File: src/sv/polygon_convexity_winding_macros.svh
// Assertion helpers for the polygon convexity and winding block.
// Every check is clocked on clk and held off while rst_n is low.
`ifndef POLYGON_CONVEXITY_WINDING_MACROS_SVH
`define POLYGON_CONVEXITY_WINDING_MACROS_SVH

// Same-cycle implication.
`define PCW_ASSERT_NOW(lbl, ante, cons, msg) \
    lbl: assert property (@(posedge clk) disable iff (!rst_n) (ante) |-> (cons)) \
        else $error(msg);

// Next-cycle implication.
`define PCW_ASSERT_NEXT(lbl, ante, cons, msg) \
    lbl: assert property (@(posedge clk) disable iff (!rst_n) (ante) |=> (cons)) \
        else $error(msg);

`endif

File: src/sv/pcw_pkg.sv
`timescale 1ns / 1ps

package pcw_pkg;

    // Orientation of one vertex triple, two's complement.
    typedef logic signed [1:0] turn_t;

    localparam turn_t TURN_NONE = 2'sb00;
    localparam turn_t TURN_POS  = 2'sb01;
    localparam turn_t TURN_NEG  = 2'sb11;

    // Result tdata: is_convex, winding, enough_vertices, zero fill.
    localparam int OUT_W = 8;

    // Control that travels with one vertex into the accumulator.
    typedef struct packed {
        logic valid;    // vertex retires this cycle
        logic last;     // final vertex of the polygon
        logic main_en;  // consecutive triple is defined
        logic wrap_en;  // the two wrap-around triples apply
    } acc_step_t;

endpackage

File: src/sv/pcw_orient.sv
`timescale 1ns / 1ps

module pcw_orient #(
    parameter int COORD_BITS = 16
) (
    input  logic                  clk,
    input  logic                  load,
    input  logic [COORD_BITS-1:0] ax,
    input  logic [COORD_BITS-1:0] ay,
    input  logic [COORD_BITS-1:0] bx,
    input  logic [COORD_BITS-1:0] by,
    input  logic [COORD_BITS-1:0] cx,
    input  logic [COORD_BITS-1:0] cy,
    output pcw_pkg::turn_t        turn
);
    import pcw_pkg::*;

    localparam int DW = COORD_BITS + 1;      // signed difference
    localparam int PW = 2 * DW;              // signed product
    localparam int QW = 2 * COORD_BITS;      // magnitude of one square
    localparam int SW = 2 * COORD_BITS + 1;  // squared distance

    logic signed [DW-1:0] dx1, dy1, dx2, dy2;
    logic signed [PW-1:0] p_next, q_next;
    logic signed [PW-1:0] sqx1, sqy1, sqx2, sqy2;
    logic        [SW-1:0] s1_next, s2_next;
    logic                 opp_next;

    logic signed [PW-1:0] p_reg, q_reg;
    logic        [SW-1:0] s1_reg, s2_reg;
    logic                 opp_reg;

    assign dx1 = $signed({1'b0, bx}) - $signed({1'b0, ax});
    assign dy1 = $signed({1'b0, by}) - $signed({1'b0, ay});
    assign dx2 = $signed({1'b0, cx}) - $signed({1'b0, ax});
    assign dy2 = $signed({1'b0, cy}) - $signed({1'b0, ay});

    assign p_next = PW'(dx1) * PW'(dy2);
    assign q_next = PW'(dy1) * PW'(dx2);
    assign sqx1   = PW'(dx1) * PW'(dx1);
    assign sqy1   = PW'(dy1) * PW'(dy1);
    assign sqx2   = PW'(dx2) * PW'(dx2);
    assign sqy2   = PW'(dy2) * PW'(dy2);

    assign s1_next = {1'b0, sqx1[QW-1:0]} + {1'b0, sqy1[QW-1:0]};
    assign s2_next = {1'b0, sqx2[QW-1:0]} + {1'b0, sqy2[QW-1:0]};

    // Collinear points on opposite sides of a along either axis.
    assign opp_next =
        (dx1[DW-1] && !dx2[DW-1] && (dx2 != '0)) ||
        (dx2[DW-1] && !dx1[DW-1] && (dx1 != '0)) ||
        (dy1[DW-1] && !dy2[DW-1] && (dy2 != '0)) ||
        (dy2[DW-1] && !dy1[DW-1] && (dy1 != '0));

    always_ff @(posedge clk)
    begin
        if (load)
        begin
            p_reg   <= p_next;
            q_reg   <= q_next;
            s1_reg  <= s1_next;
            s2_reg  <= s2_next;
            opp_reg <= opp_next;
        end
    end

    always_comb
    begin
        priority if (p_reg > q_reg)
            turn = TURN_POS;
        else if (p_reg < q_reg)
            turn = TURN_NEG;
        else if (opp_reg)
            turn = TURN_NEG;
        else if (s1_reg < s2_reg)
            turn = TURN_POS;
        else
            turn = TURN_NONE;
    end

endmodule

File: config.mk
export PLATFORM = sky130hd
export DESIGN_NAME = pcw_orient
export DESIGN_NICKNAME = d
export VERILOG_FILES = /design/src/sv/polygon_convexity_winding_macros.svh /design/src/sv/pcw_pkg.sv /design/src/sv/pcw_orient.sv
export SDC_FILE = /design/constraint.sdc
export NUM_CORES = 2
export LEC_CHECK = 0
export ABC_CLOCK_PERIOD_IN_PS = 12500
export BUFFER_PORTS_ARGS = -buffer_cell sky130_fd_sc_hd__buf_2
export CAP_MARGIN = 25
export CORE_MARGIN = 4
export CORE_UTILIZATION = 60
export DETAILED_ROUTE_END_ITERATION = 7
export GPL_TIMING_DRIVEN = 0
export PLACE_DENSITY = 0.79
export SLEW_MARGIN = 30
export SYNTH_ARGS = -nofsm -noshare
export SYNTH_HDL_FRONTEND = slang
export SYNTH_SLANG_ARGS = --single-unit
export TNS_END_PERCENT = 100
File: constraint.sdc
create_clock -name clk -period 12.5 [get_ports clk]
set_input_delay 0.625 -clock clk [delete_from_list [all_inputs] [get_ports clk]]
set_output_delay 0.625 -clock clk [all_outputs]
set_load 0.02 [all_outputs]
==> results.toml <==
[timing]
max-slew-margin-rel_pct = 26.3
worstMarginPinSlew_ps = 1110
final-hold-violation-count = 0
rsz0062_at_grt = "no"
setup_viol = 0
fin_crit_sh_pct = 96.6
fmax_mhz = 82.8
slew_violations = 0
timing.final.ws_setup_ps = 427
finalCriticalPeriod_ps = 12070

[synth]
synth_ff_type = "edfxtp_1"
syn_avg_cell_area_um2 = 9.10
async_flop_share_pct = 0
yosysUniqueCellTypes = 88
ys_ff_latch = 135
synth_edf_count = 135
syn_inst = 7586
syn-num-nets = 9986
yosysSeqAreaShare_pct = 5.87
ys.warnings.count = 0
synthesis.area_um2 = 69000

[global_routing]
antenna_found_initial = 8
grt_max_degree = 80
grt_pass1_wl_mm = 320
groute.usage.overall_pct = 35.0
grt_pass1_vias = 57400
overflow = 0

[place]
io_buffers = 99
place_area_um2 = 71600
place_ws_ps = -293
place.detailed.hpwl_mm = 174
gp_congestion = 0.994

[finish]
fill_cells = 9247
area_growth_syn_to_layout_pct = 4.72
drive_gt1_share_pct = 3.24
multi_input_area_um2 = 56400
design_area_um2 = 72300
register_area_um2 = 4050
fin_nets = 10100

[clocking]
cts_buffers = 17
cts-htree-levels = 4
cts_hold_buf = 0
cts_tree = "built"
clock-sinks = 135
clk_pin_slew_ps = 70
cts_buffer_depth = 2
cts_root_buffer = "clkbuf_16"

[critical_path]
crit_path_start_kind = "input pin"
arrival_ps = 12220
max_stage_delay_ps = 580
crit_path_frequent_cell = "fa_1"
cp.required_ps = 12650
crit_path_top_delay_cell = "or4_1"
path_max_fanout = 10
worstSetupPathType = "input pin to register"
cp-end-kind = "register"
crit_start = "ay[4]"

[die]
num_rows = 124
core_um2 = 114000
dieWidth_um = 347
dieArea_um2 = 121000
die_y_um = 347
pin_count = 100
start_util_pct = 60.4

[routing]
drcViolationCount = 8
via_count = 53500
first_pass_iters = 8
wirelength_mm = 205
ant_nets = 0
viasPerCell = 5.79
avgRoutedWirePerCell_um = 22.2
drt_iter0_drc = 5299

[min_path]
min-delay-start = "load"
hold_end = "s2_reg[13]"
hold_depth = 1
hp-class = "input pin to register"

[flow_run]
drv_cap = 0

[outcome]
status = "complete, but fails checks"
violations = "design-rule violations"
-- cells in the mapped netlist, types with 6 or more instances --
master | n | share of area, %
o41ai_1 | 6 | 0.076
nand3_1 | 45 | 0.33
a211oi_1 | 24 | 0.26
o21ai_0 | 99 | 0.72
clkbuf_1 | 180 | 0.98
nand2b_1 | 33 | 0.30
nor2b_1 | 46 | 0.42
o21ai_1 | 11 | 0.080
a211o_1 | 6 | 0.076
buf_1 | 25 | 0.14
a21oi_1 | 186 | 1.3
fa_1 | 1611 | 47
nor2_1 | 679 | 3.7
edfxtp_1 | 135 | 5.9
xnor2_1 | 270 | 3.4
xor2_1 | 80 | 1.0
and3_1 | 20 | 0.18
nor4_1 | 11 | 0.10
a31o_2 | 11 | 0.14
nand2_1 | 762 | 4.1
o21a_1 | 56 | 0.61
or3_1 | 16 | 0.14
o2111ai_1 | 6 | 0.076
or2_2 | 13 | 0.12
buf_2 | 11 | 0.080
nor3_1 | 53 | 0.38
ha_1 | 691 | 13
clkinv_1 | 18 | 0.098
a21o_1 | 130 | 1.4
nand4_1 | 26 | 0.24
o31ai_1 | 15 | 0.16
o31a_1 | 16 | 0.20
inv_1 | 2077 | 11
a31oi_1 | 13 | 0.12
or4_1 | 9 | 0.098
inv_2 | 18 | 0.098
and2_1 | 16 | 0.14
o21bai_1 | 35 | 0.38
o211ai_1 | 15 | 0.16
-- per-layer routing --
metal	up-vias	global-route usage, %	routed length, um
li1	22900	-	-
met1	26600	45.5	73500
met2	3233	52.1	87300
met3	747	12.2	29600
met4	4	17.8	14300
met5	-	0.549	109
-- cell usage in the layout (no fill, tap or decap), types with 11 or more instances in the layout --
cell          n
a21o_1      130
nand2_1     761
nand2b_1     33
edfxtp_1    135
and2_1       16
o21ai_1      11
o21a_1       56
xnor2_1     259
o21bai_1     35
o31ai_1      15
inv_2        19
nor2b_1      46
clkinv_1     17
xnor2_2      11
fa_1       1611
o31a_1       16
o21ai_0      99
xor2_1       72
nor2_1      678
nor3_1       53
buf_2       110
or3_1        16
a211oi_1     24
ha_1        691
a31o_2       11
a21oi_1     186
and3_1       20
nand3_1      45
or2_2        13
nand4_1      26
inv_1      2077
clkbuf_16    17
clkbuf_1    169
buf_1        23
o211ai_1     15
a31oi_1      13
-- layout make-up --
type,instances,area share (%)
multi-input combinational,5122,78.0
inverter,2113,11.0
sequential,135,5.61
tap,1512,2.62
buffer,214,1.16
timing repair buffer,104,0.798
clock buffer,18,0.594
clock inverter,14,0.227
antenna,4,0.0138
-- kinds of logic after synthesis --
| logic type | synth area share, % |
|---|---|
| xor gates and xnor gates | 4.52 |
| AOI/OAI and AO/OA | 7.06 |
| and+or+nand+nor | 10.6 |
| DFF | 5.87 |
| muxes | 0.0888 |
| buffers and inverters | 12.7 |
| adders and majority gates | 59.2 |
-- how the worst max path moves through the flow --
stage	endpoint	cells after the start
finish	s2_reg[32]	40
global route	s2_reg[32]	40
CTS	s2_reg[32]	41
detailed placement	s2_reg[32]	41
global placement	s2_reg[32]	37
floorplan	s2_reg[30]	39
-- worst max-delay path: cells and delay by family --
| kind | cells | cell delay (ps) |
|---|---|---|
| compound gates | 15 | 3690 |
| xor+xnor | 2 | 840 |
| fa+ha+maj | 9 | 4010 |
| buf+inv | 7 | 1270 |
| simple gates | 7 | 1760 |
-- metrics by stage --
step | hold WS [ps] | cells | util, % | setup TNS [ps]
2_1_floorplan | 737 | 7586 | - | 0
3_3_place_gp | 1330 | 9197 | 62.5 | -3040
3_5_place_dp | 1080 | 9200 | 62.6 | -618
4_1_cts | 626 | 9232 | 63.2 | 0
5_1_grt | 628 | 9232 | 63.2 | 0
6_report | 620 | 9236 | 63.2 | 0
-- repair_timing --
action                                  in CTS  in global routing
setup buffers                                0                  0
endpoints found under the setup margin       0                  6
resized for setup                            0                  9
Power is not shown: default switching activity piles up to over one toggle a cycle in this logic, so the estimate is an artifact.
