--- config.mk ---
export PLATFORM = sky130hd
export DESIGN_NAME = pcw_turn_acc
export DESIGN_NICKNAME = d
export VERILOG_FILES = /design/src/sv/polygon_convexity_winding_macros.svh /design/src/sv/pcw_pkg.sv /design/src/sv/pcw_turn_acc.sv
export SDC_FILE = /design/constraint.sdc
export NUM_CORES = 1
export LEC_CHECK = 0
export ABC_AREA = 1
export BUFFER_PORTS_ARGS = -buffer_cell sky130_fd_sc_hd__buf_4
export CAP_MARGIN = 15
export CORE_MARGIN = 4
export CORE_UTILIZATION = 40
export CTS_CLUSTER_DIAMETER = 40
export DETAILED_ROUTE_END_ITERATION = 16
export SLEW_MARGIN = 20
export SYNTH_ARGS = -nofsm -noshare
export SYNTH_HDL_FRONTEND = slang
export SYNTH_SLANG_ARGS = --single-unit
--- constraint.sdc ---
create_clock -name clk -period 31 [get_ports clk]
set_input_delay 4.65 -clock clk [delete_from_list [all_inputs] [get_ports clk]]
set_output_delay 4.65 -clock clk [all_outputs]
set_load 0.1 [all_outputs]
--- src/sv/polygon_convexity_winding_macros.svh ---
// Assertion helpers for the polygon convexity and winding block.
// Every check is clocked on clk and held off while rst_n is low.
`ifndef POLYGON_CONVEXITY_WINDING_MACROS_SVH
`define POLYGON_CONVEXITY_WINDING_MACROS_SVH

// Same-cycle implication.
`define PCW_ASSERT_NOW(lbl, ante, cons, msg) \
    lbl: assert property (@(posedge clk) disable iff (!rst_n) (ante) |-> (cons)) \
        else $error(msg);

// Next-cycle implication.
`define PCW_ASSERT_NEXT(lbl, ante, cons, msg) \
    lbl: assert property (@(posedge clk) disable iff (!rst_n) (ante) |=> (cons)) \
        else $error(msg);

`endif

--- src/sv/pcw_pkg.sv ---
`timescale 1ns / 1ps

package pcw_pkg;

    // Orientation of one vertex triple, two's complement.
    typedef logic signed [1:0] turn_t;

    localparam turn_t TURN_NONE = 2'sb00;
    localparam turn_t TURN_POS  = 2'sb01;
    localparam turn_t TURN_NEG  = 2'sb11;

    // Result tdata: is_convex, winding, enough_vertices, zero fill.
    localparam int OUT_W = 8;

    // Control that travels with one vertex into the accumulator.
    typedef struct packed {
        logic valid;    // vertex retires this cycle
        logic last;     // final vertex of the polygon
        logic main_en;  // consecutive triple is defined
        logic wrap_en;  // the two wrap-around triples apply
    } acc_step_t;

endpackage

--- src/sv/pcw_turn_acc.sv ---
`timescale 1ns / 1ps

module pcw_turn_acc #(
    parameter int SUM_BITS = 16
) (
    input  logic               clk,
    input  logic               rst_n,
    input  pcw_pkg::acc_step_t step,
    input  pcw_pkg::turn_t     turn_main,
    input  pcw_pkg::turn_t     turn_wrap_a,
    input  pcw_pkg::turn_t     turn_wrap_b,
    output logic               is_convex,
    output pcw_pkg::turn_t     winding,
    output logic               enough_vertices
);
    import pcw_pkg::*;

    turn_t                      ref_reg, ref_next;
    logic                       mm_reg, mm_next;
    logic signed [SUM_BITS-1:0] sum_reg, sum_next;
    turn_t                      turns_g [3];

    // Add one turn and clamp to the signed SUM_BITS range.
    function automatic logic signed [SUM_BITS-1:0] sat_add(
        input logic signed [SUM_BITS-1:0] s,
        input turn_t                      t
    );
        logic signed [SUM_BITS:0] ext;
        ext = {s[SUM_BITS-1], s} + (SUM_BITS + 1)'(t);
        if (ext[SUM_BITS] != ext[SUM_BITS-1])
            sat_add = ext[SUM_BITS] ? {1'b1, {(SUM_BITS-1){1'b0}}}
                                    : {1'b0, {(SUM_BITS-1){1'b1}}};
        else
            sat_add = ext[SUM_BITS-1:0];
    endfunction

    always_comb
    begin
        turns_g[0] = step.main_en ? turn_main   : TURN_NONE;
        turns_g[1] = step.wrap_en ? turn_wrap_a : TURN_NONE;
        turns_g[2] = step.wrap_en ? turn_wrap_b : TURN_NONE;

        ref_next = ref_reg;
        mm_next  = mm_reg;
        sum_next = sum_reg;
        // Turns are taken in order: main triple, then the two wrap triples.
        for (int k = 0; k < 3; k++)
        begin
            if (turns_g[k] != TURN_NONE)
            begin
                if (ref_next != TURN_NONE && ref_next != turns_g[k])
                    mm_next = 1'b1;
                if (ref_next == TURN_NONE)
                    ref_next = turns_g[k];
            end
            sum_next = sat_add(sum_next, turns_g[k]);
        end

        enough_vertices = step.wrap_en;
        is_convex       = step.wrap_en & ~mm_next;
        priority if (!step.wrap_en)
            winding = TURN_NONE;
        else if (sum_next > 0)
            winding = TURN_POS;
        else if (sum_next < 0)
            winding = TURN_NEG;
        else
            winding = TURN_NONE;
    end

    always_ff @(posedge clk or negedge rst_n)
    begin
        if (!rst_n)
        begin
            ref_reg <= TURN_NONE;
            mm_reg  <= 1'b0;
            sum_reg <= '0;
        end
        else if (step.valid)
        begin
            if (step.last)
            begin
                ref_reg <= TURN_NONE;
                mm_reg  <= 1'b0;
                sum_reg <= '0;
            end
            else
            begin
                ref_reg <= ref_next;
                mm_reg  <= mm_next;
                sum_reg <= sum_next;
            end
        end
    end

endmodule

==> flow_summary.yaml, run 1 <==
logic_synthesis:
  synth-main-ff-cell: "dfrtp_1"
  synthXorXnorAreaFrac: 0.0411
  ys_seq_area_frac: 0.113
  synth-edff-count: 0
  yosys_warnings: 0
  ys_types: 45
  synth_top_cells_by_area: "nand2_1, inv_1, ha_1"
  synth-simple-area-share: 0.403
  syn_inst: 755
  synth_area_sq_mm: 0.00420
  ys_async_sr_fraction: 1.00
  yosysTopAreaCell: "nand2_1"
  synth_area_per_cell_sq_um: 5.56
  ys_ff_latch: 19
  synth_top_area_share: 0.214
  synthMuxAreaShare: 0.00238
  synth_top_family_by_area: "simple AND/OR/NAND/NOR gates"
  synth_nets: 810
  synth_compound_area_frac: 0.157
  synthAdderAreaFrac: 0.132
detailed_routing:
  drtIter0Drc: 284
  postRouteAntennaNets: 0
  avgRoutedWirePerCell_microns: 13.0
  num_vias: 4559
  via_per_inst: 5.07
  drc: 0
  wl_microns: 11700
  drt_first_pass_iters: 5
final_layout:
  layout.cells.non_filler: 899
  largest_reg_flops: 16
  finish.instance_area_sq_mm: 0.00446
  nNetsFinal: 819
  drive_above_1_share: 0.0734
  fillers: 1142
  diodes: 0
  area_growth_pct: 6.26
clock_tree:
  htreeDepth: 1
  cts.path.max_buffers: 2
  cts.repair.resized: 0
  clk_latency_ps: 250
  cts_tree: "built"
  cts_buffers: 3
  root_buffer: "clkbuf_8"
  ctsHoldBuffers: 0
  post_cts_buffers: 0
  cts.clk_slew.worst_paths_ps: 70
  cts_sinks: 19
die:
  io-pin-count: 16
  initial_core_util: 0.409
  fp.dieW_microns: 110
  die_h_microns: 110
  num_rows: 37
  coreArea_sq_mm: 0.0103
  dieArea_sq_mm: 0.0122
setup_path:
  cp-end-kind: "output port"
  worst_ep_required_time_ps: 26350
  crit_fanout: 21
  crit_path_top_delay_cell: "ha_1"
  r2r_start: "sum_reg[6]$_DFFE_PN0P_"
  path_buf_inv: 14
  r2r_end: "sum_reg[13]$_DFFE_PN0P_"
  reg2regPathDepth: 47
  reg2reg_slack_ps: 22870
  critPathArrivalTime_ps: 13360
  max_stage_delay_ps: 610
  cp_common_cell: "nand2_1"
  crit_type: "in -> out"
  path_delay_family: "simple AND/OR/NAND/NOR gates"
  start_kind: "input pin"
timing:
  fin_crit_sh: 0.581
  clock_skew_ps: 3.21
  tns_ps: 0
  rsz0062_at_grt: "false"
  hold_viol: 0
  fmax_ghz: 0.0555
  hold_ws_ps: 580
  worst_pin_slew_ps: 929
  slew_viol_final: 0
  max_slew_margin: 0.378
  setup_viol: 0
  fin_crit_ps: 18010
hold_path:
  whs_path_depth: 2
  min_from: "sum_reg[0]$_DFFE_PN0P_"
  hold_class: "reg -> reg"
  min_to: "sum_reg[0]$_DFFE_PN0P_"
global_routing:
  grt_pass1_vias: 4285
  grt.total_usage: 0.189
  grt_max_degree: 22
  grt_antenna_before_repair: 0
  grt_pass1_wl_microns: 19900
  overflow: 0
placement:
  io_buffers: 15
  gp_congestion: 0.946
  dpl_cell_area_sq_mm: 0.00442
  dpl.hpwl_microns: 9990
  dp.cells: 895
status:
  status: "finished, final reports clean"
job:
  cap_violations: 0
## how the worst max path moves through the flow
stage                       start          to  slack (ps)  depth (start not counted)
after CTS                 step[1]  winding[0]       13020                         56
after detailed placement  step[1]  winding[0]       13050                         56
final                     step[1]  winding[0]       12990                         57
after global placement    step[1]  winding[0]       13270                         56
after global routing      step[1]  winding[0]       11830                         56
after floorplan           step[1]  winding[0]       13550                         56
## worst register-to-register path: cells and delay by family (launching register included)
kind            cells  cell delay [ps]
simple gates       20             2290
xor+xnor            1              250
compound gates     11             1590
fa+ha+maj           5             1890
buf+inv            10             1600
flops               1              440
## Yosys cell counts (3+ instances only)
library cell	count
nand2_1	239
inv_1	142
nand3_1	66
nor2_1	49
a21oi_1	47
o21ai_0	43
ha_1	41
dfrtp_1	19
nor3_1	12
or2_2	12
xor2_1	10
inv_2	7
a41oi_1	5
clkbuf_1	5
nand2_2	5
and2_1	4
nand4_1	4
o211ai_1	4
o21ai_2	4
xor2_2	3
## placed cells by master, fill, tap and decap left out, types with 15 or more instances in the layout
| cell type | instances |
|---|---|
| inv_1 | 142 |
| a21oi_1 | 47 |
| nor2_1 | 49 |
| dfrtp_1 | 19 |
| buf_4 | 15 |
| nand3_1 | 66 |
| o21ai_0 | 43 |
| ha_1 | 41 |
| nand2_1 | 239 |
## metal layers
layer / global-route usage / routed length [microns]
met1: 0.271 / 5940
met2: 0.319 / 5230
met3: 0.00767 / 390
met4: 0.0304 / 155
met5: 0 / 0
## cell families (layout without fill, tap and decap cells)
family                     count (synthesis)  after routing
buffers and inverters                    162            170
DFF                                       19             19
adders and majority gates                 43             43
and+or+nand+nor                          399            399
AOI/OAI and AO/OA                        116            116
muxes                                      1              1
xor gates and xnor gates                  15             15
## stage by stage
stage | util | worst slack [ps]
final | 0.434 | 12990
after global routing | 0.434 | 11830
after CTS | 0.434 | 13020
after detailed placement | 0.430 | 13050
after global placement | 0.430 | 13270
after floorplan | - | 13550
## area by class of cell
class	instances	area, sq um	share of cell area
multi-input combinational	574	3090	0.693
inverter	151	567	0.127
sequential	19	475	0.107
tap	136	170	0.0381
timing repair buffer	15	113	0.0252
clock buffer	3	41.3	0.00925
clock inverter	1	5.00	0.00112
Power of run 1 is left out: the tool's default activity adds up to more than one toggle a clock period on the data nets, which glitch-free logic cannot reach.
==> run 2, diff against run 1 <==
--- a/config.mk
+++ b/config.mk
@@ -5,7 +5,7 @@
 export SDC_FILE = /design/constraint.sdc
 export NUM_CORES = 1
 export LEC_CHECK = 0
-export ABC_AREA = 1
+export ABC_AREA = 0
 export BUFFER_PORTS_ARGS = -buffer_cell sky130_fd_sc_hd__buf_4
 export CAP_MARGIN = 15
 export CORE_MARGIN = 4
==> constraint.sdc (replaced) <==
create_clock -name clk -period 18.5 [get_ports clk]
set_input_delay 2.775 -clock clk [delete_from_list [all_inputs] [get_ports clk]]
set_output_delay 2.775 -clock clk [all_outputs]
set_load 0.1 [all_outputs]
==> flow_summary.yaml, run 2 <==
setup_path:
  critPathArrivalTime_ps: 13700
  crit_type: "in -> out"
  start_kind: "input pin"
  crit_fanout: 27
  cp-end-kind: "output port"
  crit_path_top_delay_cell: "nand2_1"
  cp_common_cell: "ha_1"
  critPathLaunch: "step[1]"
  max_stage_delay_ps: 630
  r2r_start: "sum_reg[3]$_DFFE_PN0P_"
  worst_ep_required_time_ps: 15730
global_routing:
  grt_pass1_wl_microns: 15200
  grt.total_usage: 0.184
  grt_antenna_before_repair: 0
  grt_pass1_vias: 3084
  grt_max_degree: 28
  overflow: 0
hold_path:
  min_from: "mm_reg$_DFFE_PN0P_"
  hold_class: "reg -> reg"
timing:
  fmax_ghz: 0.0607
  setup_viol: 0
  max_slew_margin: 0.425
  clock_skew_ps: 8.99
  worst_pin_slew_ps: 861
  fin_crit_sh: 0.890
  slew_viol_final: 0
  rsz0062_at_grt: "false"
  fin_crit_ps: 16470
  hold_viol: 0
  tns_ps: 0
logic_synthesis:
  synth_area_per_cell_sq_um: 7.40
  synth-simple-area-share: 0.199
  synth_top_cells_by_area: "ha_1, dfrtp_1, o21ai_0"
  yosysTopAreaCell: "ha_1"
  yosys_warnings: 0
  ys_types: 57
  synth_area_sq_mm: 0.00343
  synth_compound_area_frac: 0.325
  ys_seq_area_frac: 0.138
  synth.most_common_cell: "o21ai_0"
  synthMuxAreaShare: 0.00292
  synth_nets: 519
  synth-edff-count: 0
  ys_ff_latch: 19
  syn_inst: 464
  synthXorXnorAreaFrac: 0.120
  synth-main-ff-cell: "dfrtp_1"
  ys_async_sr_fraction: 1.00
  synthAdderAreaFrac: 0.161
  synth_top_family_by_area: "compound AO/OA/AOI/OAI gates"
  synth_common_cells: "o21ai_0, ha_1, a21oi_1"
  synth_top_area_share: 0.149
die:
  initial_core_util: 0.414
  die_h_microns: 101
  fp.dieW_microns: 101
  dieArea_sq_mm: 0.0101
  coreArea_sq_mm: 0.00830
  io-pin-count: 16
  num_rows: 33
detailed_routing:
  wl_microns: 9100
  drt_first_pass_iters: 5
  via_per_inst: 5.84
  drc: 0
  postRouteAntennaNets: 0
  drtIter0Drc: 157
  num_vias: 3307
  avgRoutedWirePerCell_microns: 16.1
clock_tree:
  cts.path.max_buffers: 2
  cts_buffers: 3
  cts_sinks: 19
  clk_latency_ps: 260
  post_cts_buffers: 0
  root_buffer: "clkbuf_8"
  cts_tree: "built"
  cts.repair.resized: 0
  cts.clk_slew.worst_paths_ps: 60
  htreeDepth: 1
  ctsHoldBuffers: 0
job:
  cap_violations: 0
final_layout:
  largest_reg_flops: 16
  layout_commonest_cell: "o21ai_0"
  diodes: 0
  final_cell_mix: "o21ai_0, ha_1, a21oi_1"
  drive_above_1_share: 0.0694
  nNetsFinal: 517
  area_growth_pct: 5.87
placement:
  dpl.hpwl_microns: 7430
  io_buffers: 15
  gp_congestion: 0.887
status:
  status: "finished, final reports clean"
## run 2: changes by cell type in the layout (fill, tap and decap cells not counted), moves of 12 or more
cell,previous run,this run
a21oi_1,47,32
inv_1,142,24
nand2_1,239,29
nand3_1,66,14
nor2_1,49,30
o21ai_0,43,55
xnor2_1,1,25
xor2_1,10,22
## run 2: layer usage
layer  GRT usage  part of all wire  routed length [microns]
met3      0.0159             0.028                      255
met2       0.300              0.46                     4220
met1       0.265              0.49                     4500
met5           0                 0                        0
met4      0.0363             0.014                      125
## run 2: final cells by class
type / instances / area [sq um]
inverters: 25 / 93.8
clock buffers: 3 / 41.3
repair buffers: 15 / 113
well taps: 105 / 131
clock inverters: 1 / 5.00
flip-flops and latches: 19 / 475
fillers: 844 / 4660
multi-input cells: 398 / 2780
## run 2: critical path: cells and delay by family
kind / cells / cell delay, ps
AND/OR/NAND/NOR: 11 / 3260
adder cells (fa/ha/maj): 7 / 2760
AO/OA/AOI/OAI: 18 / 4170
buffers and inverters: 3 / 420
XOR/XNOR: 2 / 290
## run 2: cells by family after synthesis
| group | Yosys count |
|---|---|
| muxes | 1 |
| DFF | 19 |
| xor gates and xnor gates | 47 |
| adders and majority gates | 43 |
| buffers and inverters | 47 |
| AOI/OAI and AO/OA | 171 |
| and+or+nand+nor | 136 |
## run 2: stage by stage
step,worst slack [ps],area (sq um),hold WS [ps],util,instances
after floorplan,3260,3430,457,-,464
after global placement,2530,3590,485,0.432,562
after detailed placement,2140,3590,478,0.432,562
after CTS,2100,3630,500,0.438,566
after global routing,739,3630,516,0.438,566
final,2030,3630,497,0.438,566
## run 2: worst paths after layout
path	to	slack (ps)	depth (start not counted)
min	mm_reg$_DFFE_PN0P_	500	1
max reg2reg	sum_reg[11]$_DFFE_PN0P_	8300	38
min reg2reg	mm_reg$_DFFE_PN0P_	500	1
min in group asynchronous	sum_reg[7]$_DFFE_PN0P_	2380	1
max in group asynchronous	sum_reg[9]$_DFFE_PN0P_	15910	1
max	winding[0]	2030	41
Power of run 2 is left out for the same reason.
